$ cat config.mk
export PLATFORM = sky130hd
export DESIGN_NAME = polygon_scanline_span_core
export DESIGN_NICKNAME = d
export VERILOG_FILES = /design/src/sv/pss_pkg.sv /design/src/sv/polygon_scanline_span_core.sv /design/src/sv/pss_front.sv /design/src/sv/pss_queue.sv /design/src/sv/pss_back.sv
export VERILOG_INCLUDE_DIRS = /design/src /design/src/sv
export SDC_FILE = /design/constraint.sdc
export NUM_CORES = 2
export LEC_CHECK = 0
export BUFFER_PORTS_ARGS = -buffer_cell sky130_fd_sc_hd__buf_4
export CAP_MARGIN = 20
export CORE_ASPECT_RATIO = 0.5
export CORE_MARGIN = 4
export CORE_UTILIZATION = 55
export CTS_BUF_LIST = sky130_fd_sc_hd__clkbuf_4
export CTS_CLUSTER_SIZE = 8
export DETAILED_ROUTE_END_ITERATION = 10
export HOLD_SLACK_MARGIN = 0.08
export MAX_ROUTING_LAYER = met4
export PLACE_DENSITY_LB_ADDON = 0.1
export SETUP_SLACK_MARGIN = 0.4
export SYNTH_ARGS = -nofsm -noshare
export SYNTH_HDL_FRONTEND = slang
export SYNTH_SLANG_ARGS = --single-unit
$ cat constraint.sdc
create_clock -name clk -period 20.6 [get_ports clk]
set_input_delay 3.09 -clock clk [delete_from_list [all_inputs] [get_ports clk]]
set_output_delay 3.09 -clock clk [all_outputs]
set_load 0.01 [all_outputs]
$ cat src/sv/polygon_scanline_span_core_macros.svh
// Assertion macros shared by the scanline span core.
`ifndef POLYGON_SCANLINE_SPAN_CORE_MACROS_SVH
`define POLYGON_SCANLINE_SPAN_CORE_MACROS_SVH

`ifndef SYNTHESIS
`define PSS_ASSERT_IMPL(lbl, ante, cons) \
  lbl: assert property (@(posedge clk) disable iff (!rst_n) (ante) |-> (cons)) \
    else $error("span core check failed");
`define PSS_ASSERT_NEXT(lbl, ante, cons) \
  lbl: assert property (@(posedge clk) disable iff (!rst_n) (ante) |=> (cons)) \
    else $error("span core check failed");
`define PSS_ASSERT_NEVER(lbl, cond) `PSS_ASSERT_IMPL(lbl, 1'b1, !(cond))
`else
`define PSS_ASSERT_IMPL(lbl, ante, cons)
`define PSS_ASSERT_NEXT(lbl, ante, cons)
`define PSS_ASSERT_NEVER(lbl, cond)
`endif

`endif

$ cat src/sv/pss_pkg.sv
// Shared types and constants of the scanline span core.
`default_nettype none
package pss_pkg;

  localparam int ROW_W   = 12;
  localparam int COORD_W = 16;
  localparam int DY_W    = COORD_W + 1;
  localparam int PIX_W   = 11;
  localparam int CFG_W   = 12;
  localparam int CFG_IDX_W = 1;

  localparam logic [CFG_IDX_W-1:0] REG_FRAME_WIDTH  = 1'b0;
  localparam logic [CFG_IDX_W-1:0] REG_FRAME_HEIGHT = 1'b1;

  localparam logic [CFG_W-1:0] FRAME_LIMIT    = 12'd2048;
  localparam logic [CFG_W-1:0] WIDTH_RESET    = 12'd480;
  localparam logic [CFG_W-1:0] HEIGHT_RESET   = 12'd272;

  typedef struct packed {
    logic [CFG_W-1:0] width;
    logic [CFG_W-1:0] height;
  } frame_cfg_t;

  typedef struct packed {
    logic signed [ROW_W-1:0] row;
    logic                    last;
    logic                    crosses;
  } edge_ctl_t;

  typedef struct packed {
    logic full;
    logic empty;
  } q_status_t;

  typedef enum logic [2:0] {
    ST_IDLE,
    ST_SUM,
    ST_ABS,
    ST_DIV,
    ST_FIX,
    ST_ACC,
    ST_EMIT
  } back_state_t;

endpackage
`default_nettype wire

$ cat src/sv/polygon_scanline_span_core.sv
// Back stage: an edge that crosses its row passes through sum, absolute value, divide
// (one quotient bit per cycle over the numerator width), fix and accumulate; an edge
// that does not cross goes straight to accumulate, and a last edge then loads its span.
// Throughput is set by the bit-serial divider; a four-entry queue lets the front keep
// accepting edges meanwhile. Reset is synchronous and active low; it empties the
// pipeline, clears the accumulators and restores width 480 and height 272.
`default_nettype none
`include "polygon_scanline_span_core_macros.svh"
module polygon_scanline_span_core
  import pss_pkg::*;
#(
  parameter int COORD_FRAC_BITS = 4,
  parameter int QUEUE_DEPTH = 4
) (
  input  wire logic                 clk,
  input  wire logic                 rst_n,
  input  wire logic                 in_tvalid,
  output logic                      in_tready,
  // row, edge_ax, edge_ay, edge_bx, edge_by, zero padding
  input  wire logic [79:0]          in_tdata,
  input  wire logic                 in_tlast,
  output logic                      out_tvalid,
  input  wire logic                 out_tready,
  // span_row, x_start, x_end, zero padding
  output logic [39:0]               out_tdata,
  // has_span
  output logic                      out_tuser,
  input  wire logic                 cfg_we,
  input  wire logic [CFG_IDX_W-1:0] cfg_index,
  input  wire logic [CFG_W-1:0]     cfg_wdata
);

  localparam int RQ_W  = ROW_W + COORD_FRAC_BITS;
  localparam int DR_W  = ((RQ_W > COORD_W) ? RQ_W : COORD_W) + 1;
  localparam int PA_W  = COORD_W + DY_W;
  localparam int PB_W  = DY_W + DR_W;
  localparam int CTL_W = $bits(edge_ctl_t);
  localparam int ENT_W = PA_W + PB_W + DY_W + CTL_W;

  frame_cfg_t cfg_r;
  q_status_t  q_status;
  logic       q_push, q_pop;
  logic signed [PA_W-1:0] f_pa, b_pa;
  logic signed [PB_W-1:0] f_pb, b_pb;
  logic signed [DY_W-1:0] f_dy, b_dy;
  edge_ctl_t  f_ctl, b_ctl;
  logic [ENT_W-1:0] q_wdata, q_rdata;
  logic [PIX_W-1:0] span_row, x_start, x_end;

  always_ff @(posedge clk) begin
    if (!rst_n) begin
      cfg_r.width  <= WIDTH_RESET;
      cfg_r.height <= HEIGHT_RESET;
    end else if (cfg_we) begin
      case (cfg_index)
        REG_FRAME_WIDTH:  cfg_r.width  <= cfg_wdata;
        REG_FRAME_HEIGHT: cfg_r.height <= cfg_wdata;
        default: begin
        end
      endcase
    end
  end

  pss_front #(
    .COORD_FRAC_BITS(COORD_FRAC_BITS),
    .RQ_W(RQ_W),
    .DR_W(DR_W),
    .PA_W(PA_W),
    .PB_W(PB_W)
  ) u_front (
    .clk(clk),
    .rst_n(rst_n),
    .in_valid(in_tvalid),
    .in_ready(in_tready),
    .row(in_tdata[11:0]),
    .edge_ax(in_tdata[27:12]),
    .edge_ay(in_tdata[43:28]),
    .edge_bx(in_tdata[59:44]),
    .edge_by(in_tdata[75:60]),
    .last_edge(in_tlast),
    .q_status(q_status),
    .q_push(q_push),
    .pa(f_pa),
    .pb(f_pb),
    .dy(f_dy),
    .ctl(f_ctl)
  );

  assign q_wdata = {f_pa, f_pb, f_dy, f_ctl};

  pss_queue #(
    .WIDTH(ENT_W),
    .DEPTH(QUEUE_DEPTH)
  ) u_queue (
    .clk(clk),
    .rst_n(rst_n),
    .push(q_push),
    .wdata(q_wdata),
    .pop(q_pop),
    .rdata(q_rdata),
    .status(q_status)
  );

  assign {b_pa, b_pb, b_dy, b_ctl} = q_rdata;

  pss_back #(
    .COORD_FRAC_BITS(COORD_FRAC_BITS),
    .PA_W(PA_W),
    .PB_W(PB_W)
  ) u_back (
    .clk(clk),
    .rst_n(rst_n),
    .cfg(cfg_r),
    .q_status(q_status),
    .q_pop(q_pop),
    .pa(b_pa),
    .pb(b_pb),
    .dy(b_dy),
    .ctl(b_ctl),
    .out_valid(out_tvalid),
    .out_ready(out_tready),
    .span_row(span_row),
    .x_start(x_start),
    .x_end(x_end),
    .has_span(out_tuser)
  );

  assign out_tdata = {7'd0, x_end, x_start, span_row};

  `PSS_ASSERT_NEVER(a_no_overflow, q_push && q_status.full)
  `PSS_ASSERT_NEXT(a_push_fills, q_push && !q_pop, !q_status.empty)
  `PSS_ASSERT_IMPL(a_span_order, out_tvalid && out_tuser, x_start <= x_end)
  `PSS_ASSERT_IMPL(a_empty_zero, out_tvalid && !out_tuser, out_tdata == '0)

endmodule
`default_nettype wire

$ cat src/sv/pss_front.sv
// Front stage: registers an edge, tests the crossing and forms both products.
`default_nettype none
module pss_front
  import pss_pkg::*;
#(
  parameter int COORD_FRAC_BITS = 4,
  parameter int RQ_W = ROW_W + COORD_FRAC_BITS,
  parameter int DR_W = ((RQ_W > COORD_W) ? RQ_W : COORD_W) + 1,
  parameter int PA_W = COORD_W + DY_W,
  parameter int PB_W = DY_W + DR_W
) (
  input  wire logic                       clk,
  input  wire logic                       rst_n,
  input  wire logic                       in_valid,
  output logic                            in_ready,
  input  wire logic signed [ROW_W-1:0]    row,
  input  wire logic signed [COORD_W-1:0]  edge_ax,
  input  wire logic signed [COORD_W-1:0]  edge_ay,
  input  wire logic signed [COORD_W-1:0]  edge_bx,
  input  wire logic signed [COORD_W-1:0]  edge_by,
  input  wire logic                       last_edge,
  input  wire q_status_t                  q_status,
  output logic                            q_push,
  output logic signed [PA_W-1:0]          pa,
  output logic signed [PB_W-1:0]          pb,
  output logic signed [DY_W-1:0]          dy,
  output edge_ctl_t                       ctl
);

  logic signed [RQ_W-1:0]    rq;
  logic                      crosses;
  logic                      a_valid_r, a_valid_nxt;
  logic signed [COORD_W-1:0] ax_r;
  logic signed [DY_W-1:0]    dy_r;
  logic signed [DY_W-1:0]    dx_r;
  logic signed [DR_W-1:0]    dr_r;
  edge_ctl_t                 ctl_r;
  logic                      accept;

  assign rq      = RQ_W'(row) <<< COORD_FRAC_BITS;
  assign crosses = ((edge_ay <= rq) && (edge_by > rq)) ||
                   ((edge_by <= rq) && (edge_ay > rq));

  assign in_ready = !a_valid_r || !q_status.full;
  assign accept   = in_valid && in_ready;
  assign q_push   = a_valid_r && !q_status.full;

  always_comb begin
    a_valid_nxt = a_valid_r;
    if (accept) begin
      a_valid_nxt = 1'b1;
    end else if (q_push) begin
      a_valid_nxt = 1'b0;
    end
  end

  always_ff @(posedge clk) begin
    if (!rst_n) begin
      a_valid_r <= 1'b0;
    end else begin
      a_valid_r <= a_valid_nxt;
    end
  end

  always_ff @(posedge clk) begin
    if (accept) begin
      ax_r      <= edge_ax;
      dy_r      <= DY_W'(edge_by) - DY_W'(edge_ay);
      dx_r      <= DY_W'(edge_bx) - DY_W'(edge_ax);
      dr_r      <= DR_W'(rq) - DR_W'(edge_ay);
      ctl_r.row     <= row;
      ctl_r.last    <= last_edge;
      ctl_r.crosses <= crosses;
    end
  end

  assign pa  = PA_W'(ax_r) * PA_W'(dy_r);
  assign pb  = PB_W'(dx_r) * PB_W'(dr_r);
  assign dy  = dy_r;
  assign ctl = ctl_r;

endmodule
`default_nettype wire

$ cat src/sv/pss_queue.sv
// Small first-in first-out queue between the front and back stages.
`default_nettype none
module pss_queue
  import pss_pkg::*;
#(
  parameter int WIDTH = 8,
  parameter int DEPTH = 4
) (
  input  wire logic             clk,
  input  wire logic             rst_n,
  input  wire logic             push,
  input  wire logic [WIDTH-1:0] wdata,
  input  wire logic             pop,
  output logic [WIDTH-1:0]      rdata,
  output q_status_t             status
);

  localparam int PTR_W = (DEPTH > 1) ? $clog2(DEPTH) : 1;
  localparam int CNT_W = $clog2(DEPTH + 1);

  logic [WIDTH-1:0] mem_r [DEPTH];
  logic [PTR_W-1:0] wr_ptr_r, wr_ptr_nxt;
  logic [PTR_W-1:0] rd_ptr_r, rd_ptr_nxt;
  logic [CNT_W-1:0] count_r, count_nxt;

  assign status.full  = (count_r == CNT_W'(DEPTH));
  assign status.empty = (count_r == '0);
  assign rdata        = mem_r[rd_ptr_r];

  always_comb begin
    wr_ptr_nxt = wr_ptr_r;
    rd_ptr_nxt = rd_ptr_r;
    count_nxt  = count_r;
    if (push) begin
      wr_ptr_nxt = (wr_ptr_r == PTR_W'(DEPTH - 1)) ? '0 : wr_ptr_r + 1'b1;
    end
    if (pop) begin
      rd_ptr_nxt = (rd_ptr_r == PTR_W'(DEPTH - 1)) ? '0 : rd_ptr_r + 1'b1;
    end
    if (push && !pop) begin
      count_nxt = count_r + 1'b1;
    end else if (pop && !push) begin
      count_nxt = count_r - 1'b1;
    end
  end

  always_ff @(posedge clk) begin
    if (!rst_n) begin
      wr_ptr_r <= '0;
      rd_ptr_r <= '0;
      count_r  <= '0;
    end else begin
      wr_ptr_r <= wr_ptr_nxt;
      rd_ptr_r <= rd_ptr_nxt;
      count_r  <= count_nxt;
    end
  end

  always_ff @(posedge clk) begin
    if (push) begin
      mem_r[wr_ptr_r] <= wdata;
    end
  end

endmodule
`default_nettype wire

$ cat src/sv/pss_back.sv
// Back stage: bit-serial divider, min/max accumulation and span output.
`default_nettype none
module pss_back
  import pss_pkg::*;
#(
  parameter int COORD_FRAC_BITS = 4,
  parameter int PA_W = 33,
  parameter int PB_W = 34
) (
  input  wire logic                 clk,
  input  wire logic                 rst_n,
  input  wire frame_cfg_t           cfg,
  input  wire q_status_t            q_status,
  output logic                      q_pop,
  input  wire logic signed [PA_W-1:0] pa,
  input  wire logic signed [PB_W-1:0] pb,
  input  wire logic signed [DY_W-1:0] dy,
  input  wire edge_ctl_t            ctl,
  output logic                      out_valid,
  input  wire logic                 out_ready,
  output logic [PIX_W-1:0]          span_row,
  output logic [PIX_W-1:0]          x_start,
  output logic [PIX_W-1:0]          x_end,
  output logic                      has_span
);

  localparam int NUM_W = ((PA_W > PB_W) ? PA_W : PB_W) + 1;
  localparam int CNT_W = $clog2(NUM_W);
  localparam int DVS_W = COORD_W;
  localparam int XW    = COORD_W + 1;

  back_state_t state_r, state_nxt;

  logic signed [PA_W-1:0]    pa_r;
  logic signed [PB_W-1:0]    pb_r;
  logic signed [DY_W-1:0]    dy_r;
  edge_ctl_t                 ctl_r;
  logic signed [NUM_W-1:0]   num_r;
  logic [NUM_W-1:0]          dvd_r;
  logic [DVS_W-1:0]          dvs_r;
  logic [DVS_W-1:0]          rem_r;
  logic                      neg_r;
  logic [CNT_W-1:0]          cnt_r;
  logic signed [COORD_W-1:0] x_r;
  logic signed [COORD_W-1:0] min_r, max_r;
  logic                      any_r;
  logic                      out_valid_r;
  logic [PIX_W-1:0]          span_row_r, x_start_r, x_end_r;
  logic                      has_span_r;

  logic                      out_load;
  logic                      out_free;
  logic [DVS_W:0]            rem_sh;
  logic                      qbit;
  logic [DVS_W:0]            rem_sub;
  logic [NUM_W-1:0]          num_abs;
  logic [DY_W-1:0]           dy_abs;
  logic [XW-1:0]             q_mag;
  logic [XW-1:0]             q_neg;

  logic [CFG_W-1:0]          w_eff, h_eff;
  logic signed [CFG_W:0]     wm1;
  logic signed [XW-1:0]      mneg;
  logic signed [XW-1:0]      xs_pix, xe_pix, xe_clip;
  logic                      row_ok, span_ok;

  assign out_free = !out_valid_r || out_ready;

  always_comb begin
    state_nxt = state_r;
    case (state_r)
      ST_IDLE: begin
        if (!q_status.empty) begin
          state_nxt = ctl.crosses ? ST_SUM : ST_ACC;
        end
      end
      ST_SUM:  state_nxt = ST_ABS;
      ST_ABS:  state_nxt = ST_DIV;
      ST_DIV: begin
        if (cnt_r == '0) begin
          state_nxt = ST_FIX;
        end
      end
      ST_FIX:  state_nxt = ST_ACC;
      ST_ACC:  state_nxt = ctl_r.last ? ST_EMIT : ST_IDLE;
      ST_EMIT: begin
        if (out_free) begin
          state_nxt = ST_IDLE;
        end
      end
      default: state_nxt = ST_IDLE;
    endcase
  end

  always_comb begin
    q_pop    = 1'b0;
    out_load = 1'b0;
    case (state_r)
      ST_IDLE: q_pop    = !q_status.empty;
      ST_EMIT: out_load = out_free;
      default: begin
        q_pop    = 1'b0;
        out_load = 1'b0;
      end
    endcase
  end

  assign rem_sh  = {rem_r, dvd_r[NUM_W-1]};
  assign qbit    = (rem_sh >= {1'b0, dvs_r});
  assign rem_sub = rem_sh - {1'b0, dvs_r};
  assign num_abs = num_r[NUM_W-1] ? NUM_W'(-num_r) : NUM_W'(num_r);
  assign dy_abs  = dy_r[DY_W-1] ? DY_W'(-dy_r) : DY_W'(dy_r);
  assign q_mag   = dvd_r[XW-1:0];
  assign q_neg   = XW'(-q_mag);

  assign w_eff   = (cfg.width > FRAME_LIMIT) ? FRAME_LIMIT : cfg.width;
  assign h_eff   = (cfg.height > FRAME_LIMIT) ? FRAME_LIMIT : cfg.height;
  assign wm1     = $signed({1'b0, w_eff}) - 13'sd1;
  assign mneg    = -XW'(max_r);
  assign xs_pix  = min_r[COORD_W-1] ? '0 : (XW'(min_r) >>> COORD_FRAC_BITS);
  assign xe_pix  = max_r[COORD_W-1] ? -(mneg >>> COORD_FRAC_BITS)
                                    : (XW'(max_r) >>> COORD_FRAC_BITS);
  assign xe_clip = (xe_pix > XW'(wm1)) ? XW'(wm1) : xe_pix;
  assign row_ok  = !ctl_r.row[ROW_W-1] && (CFG_W'(ctl_r.row) < h_eff);
  assign span_ok = any_r && row_ok && !(xs_pix > xe_clip);

  always_ff @(posedge clk) begin
    if (!rst_n) begin
      state_r     <= ST_IDLE;
      any_r       <= 1'b0;
      min_r       <= '0;
      max_r       <= '0;
      out_valid_r <= 1'b0;
    end else begin
      state_r <= state_nxt;
      if (state_r == ST_ACC && ctl_r.crosses) begin
        if (!any_r || x_r < min_r) begin
          min_r <= x_r;
        end
        if (!any_r || x_r > max_r) begin
          max_r <= x_r;
        end
        any_r <= 1'b1;
      end
      if (out_load) begin
        any_r <= 1'b0;
        min_r <= '0;
        max_r <= '0;
      end
      if (out_load) begin
        out_valid_r <= 1'b1;
      end else if (out_ready) begin
        out_valid_r <= 1'b0;
      end
    end
  end

  always_ff @(posedge clk) begin
    case (state_r)
      ST_IDLE: begin
        pa_r  <= pa;
        pb_r  <= pb;
        dy_r  <= dy;
        ctl_r <= ctl;
      end
      ST_SUM: num_r <= NUM_W'(pa_r) + NUM_W'(pb_r);
      ST_ABS: begin
        dvd_r <= num_abs;
        dvs_r <= dy_abs[DVS_W-1:0];
        rem_r <= '0;
        neg_r <= num_r[NUM_W-1] ^ dy_r[DY_W-1];
        cnt_r <= CNT_W'(NUM_W - 1);
      end
      ST_DIV: begin
        rem_r <= qbit ? rem_sub[DVS_W-1:0] : rem_sh[DVS_W-1:0];
        dvd_r <= {dvd_r[NUM_W-2:0], qbit};
        cnt_r <= cnt_r - 1'b1;
      end
      ST_FIX: x_r <= neg_r ? q_neg[COORD_W-1:0] : q_mag[COORD_W-1:0];
      default: begin
      end
    endcase
  end

  always_ff @(posedge clk) begin
    if (out_load) begin
      has_span_r <= span_ok;
      span_row_r <= span_ok ? ctl_r.row[PIX_W-1:0] : '0;
      x_start_r  <= span_ok ? xs_pix[PIX_W-1:0] : '0;
      x_end_r    <= span_ok ? xe_clip[PIX_W-1:0] : '0;
    end
  end

  assign out_valid = out_valid_r;
  assign span_row  = span_row_r;
  assign x_start   = x_start_r;
  assign x_end     = x_end_r;
  assign has_span  = has_span_r;

endmodule
`default_nettype wire

-- Yosys cells after proc, flatten, opt, wreduce, memory -nomap -nowiden
Memories as Yosys holds them, arrays and structs flattened. A register that Yosys moved wholly into a read port is not among the register bits.
Index checks and enable logic that the tools add are counted.
- bits in registers: 407
- memory bits (writable): 392
- bits of input ports: 99
- word-level logic and storage cells: 150
- memories kept: 1
- add/sub/neg operators: 16
- multiply operators: 2
- magnitude comparators: 12
- equal/unequal tests: 12
- muxes and demuxes: 32
- bitwise gates (word level): 3
- reductions and logical operators: 37
- memory list (memory ; depth ; width ; read ports ; clocked after Yosys merged registers in ; wr ports ; line ; text):
    u_queue.mem_r ; 4 ; 98 ; 1 ; 1 ; 1 ; pss_queue.sv:21 ; logic [WIDTH-1:0] mem_r [DEPTH];
- operators with widths (kind ; number):
    35-bit case mux with 2 select lines ; 1
    16-bit by 16-bit subtractor with 17-bit output ; 3
    16-bit > comparator ; 3
    16-bit 2-to-1 mux ; 3
    33-bit by 34-bit adder with 35-bit output ; 1
    35-bit 2-to-1 mux ; 1
    35-bit negator ; 1
    17-bit by 17-bit multiplier with 34-bit output ; 1
    17-bit 2-to-1 mux ; 2
    16-bit by 17-bit multiplier with 33-bit output ; 1
    16-bit <= comparator ; 2
    16-bit negator ; 2
    16-bit case mux with 2 select lines ; 1
    12-bit > comparator (second input constant) ; 2
    12-bit 2-to-1 mux ; 2
    3-bit 2-to-1 mux ; 7
    3-bit case mux with 7 select lines ; 1
    17-bit by 16-bit greater-or-equal comparator with 1-bit output ; 1
    17-bit by 13-bit > comparator with 1-bit output ; 1
    17-bit > comparator ; 1
    13-bit negator with 17-bit output ; 1
    16-bit negator with 17-bit output ; 1
    16-bit less-than comparator ; 1
    16-bit subtractor ; 1
    27 further kinds ; 73

-- Logic depth before layout (Yosys ltp)
- word-level depth: 8
- gate-level depth with buffers: 35
- gate-level depth less buffers: 31

-- Modules after synthesis
Synthesis repeated with hierarchy kept, for this count alone.
- cell total of the unflattened synthesis: 4948
- area total of the unflattened synthesis: 58045.7 um^2
- by module, submodules not included (module ; instances ; cells each ; area each (um^2) ; sequential area each (um^2)):
    pss_front ; 1 ; 2785 ; 26081.3 ; 2452.4
    pss_back ; 1 ; 1500 ; 16377.0 ; 8458.1
    pss_queue ; 1 ; 556 ; 14574.0 ; 11951.5
    polygon_scanline_span_core ; 1 ; 107 ; 1013.5 ; 480.5

-- Least setup slack after synthesis
No wires, ideal clock.
- path type: register to register
- from: register u_back.state_r[0]
- to: register u_queue.count_r[2]
- library setup time: 76 ps
- arrival: 9561 ps
- path slack: 10964 ps
- cell stages (with the launch flop): 10
- period minus slack after synthesis: 9636 ps
- path through: dfxtp_1 clkbuf_1 nor3_1 nand2_1 ha_1 inv_1 fa_1 xor2_1 or3_1 a21boi_0
- word-level cells in the longest chain between the ends: 5
- RTL lines (what ; line ; text):
    start: declaration ; pss_back.sv:32 ; back_state_t state_r, state_nxt;
    start signal: assignment ; pss_back.sv:135 ; state_r <= state_nxt;
    3-bit zero test * ; pss_back.sv:98 ; case (state_r)
    1-bit 2-to-1 mux * ; pss_back.sv:98 ;
    1-bit zero test ; pss_queue.sv:40 ; if (push && !pop) begin
    1-bit logical AND ; pss_queue.sv:40 ;
    3-bit 2-to-1 mux or 2-bit nonzero test (tied branches) ; -- ;
    end signal: assignment ; pss_queue.sv:55 ; count_r <= count_nxt;
    end: declaration ; pss_queue.sv:24 ; logic [CNT_W-1:0] count_r, count_nxt;
Mark *: on every way between the ends. The rest lies on a longest branch, timed or not.
A chain may end at the register's enable or synchronous reset.

-- Worst setup path in the final report
- from: register u_front.ax_r[1]
- to: memory u_queue.mem_r[1][97] in the netlist's numbering, data pin
- word-level cells in the longest chain between the ends: 1
- RTL lines (what ; line ; text):
    start: declaration ; pss_front.sv:33 ; logic signed [COORD_W-1:0] ax_r;
    start signal: assignment ; pss_front.sv:67 ; ax_r <= edge_ax;
    16-bit by 17-bit multiplier with 33-bit output ; pss_front.sv:77 ; assign pa = PA_W'(ax_r) * PA_W'(dy_r);
    via f_pa[32] ; polygon_scanline_span_core.sv:43 ; logic signed [PA_W-1:0] f_pa, b_pa;
    end: declaration ; pss_queue.sv:21 ;
The timed path passes the listed nets, and every way through them passes these cells.

==> summary.txt <==
Critical path
  • Required time worst endpoint: 21.48 ns
  • Reg2Reg Capture Point: u_queue.mem_r[1][97]$_DFFE_PP_
  • R2R depth: 19
  • Crit Reg-Reg Startpoint: u_front.ax_r[1]$_DFFE_PP_
  • CP max FO: 17
  • CP startpoint: u_front.ax_r[1]$_DFFE_PP_
  • Worst EP arrival: 8.45 ns
  • Crit end category: register
  • CP Launch Type: register
  • Flop2flop setup slack: 13.03 ns
  • Setup CP Type: register to register

Synth
  • Mapped Area: 57600 um2
  • Asr flop ratio synth: 0
  • Synth top cells by count: inv_1 (746), edfxtp_1 (730), fa_1 (577), nand2_1 (544), ha_1 (360)
  • Synth top area share: 0.381
  • Seq cells post-synth: 801
  • Ys Warns: 0
  • Syn avg cell area: 11.7 um2
  • Cell variety after synth: 80
  • Most common cell in the netlist: inv_1
  • Synth Instances: 4927
  • Area contributors post-synth: edfxtp_1 (38%), fa_1 (20%), ha_1 (7.8%)
  • Area leader, netlist: edfxtp_1
  • Top_reg_cell synth: edfxtp_1
  • Post-synth EDFFs: 730
  • Post-synthesis sequential area ratio: 0.405

Routing
  • Via count: 36700
  • 1st-pass router iterations: 6
  • Starting DRC count in detailed routing: 2672
  • Met3 WL: 8.75 mm
  • Met2 WL: 59.2 mm
  • Aggregate routed wire length: 132 mm
  • Top Layer Used: met4
  • Wl on met1: 61.4 mm
  • Post-route ant nets: 0
  • Vias/cell: 5.51
  • WL/cell: 19.8 um
  • # DRC: 0

STA
  • Worst clock skew: 0.0935 ns
  • Min cycle time layout: 7.57 ns
  • Total Neg Setup Slack: 0 ns
  • RSZ-0062 raised after global routing: no
  • Final Setup Violations: 0
  • Fmax: 132 MHz
  • Fin crit share: 0.368
  • Final slew viol count: 0
  • Worst setup margin: 13.03 ns
  • Final hold violations: 0
  • Relative slew slack: 0.231
  • Least-Margin Pin Slew: 1.15 ns

Global route
  • Initial antenna violation count: 14
  • Gr usage total: 0.254
  • GRT Residual Overflow: 0
  • Vias in the first global route: 38300
  • Largest net degree at the start of global routing: 68
  • Global-route wire length before repair: 211 mm

Clock network
  • Post-CTS resize count: 0
  • Hold buffers post-CTS: 0
  • CTS tree: yes
  • CTS HTree Levels: 4
  • TritonCTS sink count: 801
  • Maximum clock insertion buffer count: 3
  • # Post-CTS Setup Buffers: 0
  • Clock root cell: clkbuf_4
  • Worst-Skew Late Latency: 1.13 ns
  • Clock slew at reported path FFs: 0.07 ns
  • CTS Buf Count: 180

Floorplanning
  • Die area: 110000 um2
  • Die X: 466 um
  • IO Count: 142
  • Initial Util: 0.558
  • Row cnt: 83
  • Chip height: 237 um
  • Core ar.: 103000 um2

Placement
  • Final Wtd Congestion: 0.907
  • Port Buf Inserts: 130
  • Pre-CTS setup slack: 12.93 ns
  • # placed instances: 6323
  • Hpwl dp: 98.1 mm

Run status
  • Outcome: finished, final reports clean

Hold path
  • Hold WC Path Type: register to register
  • Hold EP: u_back.min_r[13]$_SDFFE_PP0P_
  • Hold Path Origin: u_back.min_r[13]$_SDFFE_PP0P_
  • Hold path depth: 2

Final layout
  • Fin util: 0.604
  • Post-Layout Cell Count: 6653
  • Area growth, synth to finish: 8.31%
  • Layout cells sized above 1: 0.113
  • Final Net Count: 6144

Flow run
  • MaxCap Viol Count: 0
==> how the worst max path moves through the flow <==
| stage | endpoint | slack (ns) | depth (start not counted) |
|---|---|---|---|
| floorplan | u_queue.count_r[2]$_SDFFE_PN0P_ | 10.96 | 9 |
| global placement | u_queue.mem_r[0][97]$_DFFE_PP_ | 13.22 | 19 |
| detailed placement | u_queue.mem_r[0][97]$_DFFE_PP_ | 12.93 | 19 |
| CTS | u_queue.mem_r[1][97]$_DFFE_PP_ | 12.97 | 19 |
| global route | u_queue.mem_r[3][97]$_DFFE_PP_ | 12.63 | 19 |
| finish | u_queue.mem_r[1][97]$_DFFE_PP_ | 13.03 | 19 |
==> state kept, by name, summed over array words and instances (netlist names), 11 cells and up, named ones only <==
name and count:
cfg_r 24, u_back.ctl_r 14, u_back.dvd_r 35, u_back.dvs_r 16
u_back.dy_r 17, u_back.max_r 16, u_back.min_r 16, u_back.num_r 35
u_back.pa_r 33, u_back.pb_r 34, u_back.rem_r 16, u_back.span_row 11
u_back.x_end 11, u_back.x_r 16, u_back.x_start 11, u_front.ax_r 16
u_front.ctl 14, u_front.dr_r 17, u_front.dx_r 17, u_front.dy 17
u_queue.mem_r 392
==> logic make-up (layout without fill, tap and decap cells) <==
family / after synthesis / after routing / share of synthesized area
buffers and inverters: 918 / 1225 / 0.0605
AOI/OAI and AO/OA: 592 / 592 / 0.0653
other: 1 / 18 / 0.0000651
DFF: 801 / 801 / 0.405
and+or+nand+nor: 1312 / 1312 / 0.110
adders and majority gates: 937 / 937 / 0.279
muxes: 140 / 140 / 0.0458
xor gates and xnor gates: 226 / 226 / 0.0344
==> final cells by class <==
| type | instances | area [um2] |
|---|---|---|
| Inverter | 749 | 2810 |
| Sequential cell | 801 | 23300 |
| Clock inverter | 49 | 313 |
| Timing Repair Buffer | 162 | 1280 |
| Tap cell | 1402 | 1750 |
| Antenna cell | 11 | 27.5 |
| Multi-Input combinational cell | 3214 | 30900 |
| Clock buffer | 265 | 1990 |
| Fill cell | 8385 | 40800 |
==> placed cells by master, fill, tap and decap left out, types with 19 or more instances in the layout <==
cell,synthesis,final
nor2b_1,45,41
nor2_1,174,174
nand2_1,544,544
ha_1,360,360
o21a_1,37,37
clkinv_1,1,26
dfxtp_1,71,69
fa_1,577,577
nand3_1,71,71
nor3_1,68,67
and2_1,237,232
a31oi_1,21,20
o21ai_1,20,19
or3_1,21,21
a21oi_1,133,133
edfxtp_1,730,730
a21o_1,62,62
nand2b_1,64,64
a21boi_0,27,27
mux4_2,98,98
xnor2_1,154,154
o21ai_0,151,151
nand4_1,23,23
a211oi_1,20,20
clkbuf_4,0,265
o31ai_1,22,22
mux2i_1,34,34
xor2_1,72,72
buf_4,8,157
inv_1,746,746
==> stage by stage <==
| stage | hold slack [ns] | cell area [um2] |
|---|---|---|
| 2_1_floorplan | 0.438 | 57600 |
| 3_3_place_gp | 0.446 | 60000 |
| 3_5_place_dp | 0.453 | 60000 |
| 4_1_cts | 0.468 | 62300 |
| 5_1_grt | 0.480 | 62400 |
| 6_report | 0.464 | 62400 |
==> worst max-delay path, cell delays in order (launching register included) <==
cell	delay, ns
edfxtp_1	0.86
nand2_1	0.22
inv_1	0.17
fa_1	0.51
fa_1	1.00
inv_1	0.12
fa_1	0.48
fa_1	0.57
fa_1	0.42
fa_1	0.49
inv_1	0.04
ha_1	0.35
and4_1	0.25
a221oi_1	0.35
nand3_1	0.21
o31ai_1	0.57
o211a_1	0.26
o21bai_1	0.08
a21oi_1	0.17
xnor2_1	0.23
==> metal layers <==
layer,track usage,up-vias
met5,-,-
met4,0.0645,0
met3,0.0454,188
met2,0.381,988
met1,0.361,18500
li1,-,17000
Power is left out: the tool's default activity adds up to more than one toggle a clock period on the data nets, which glitch-free logic cannot reach.
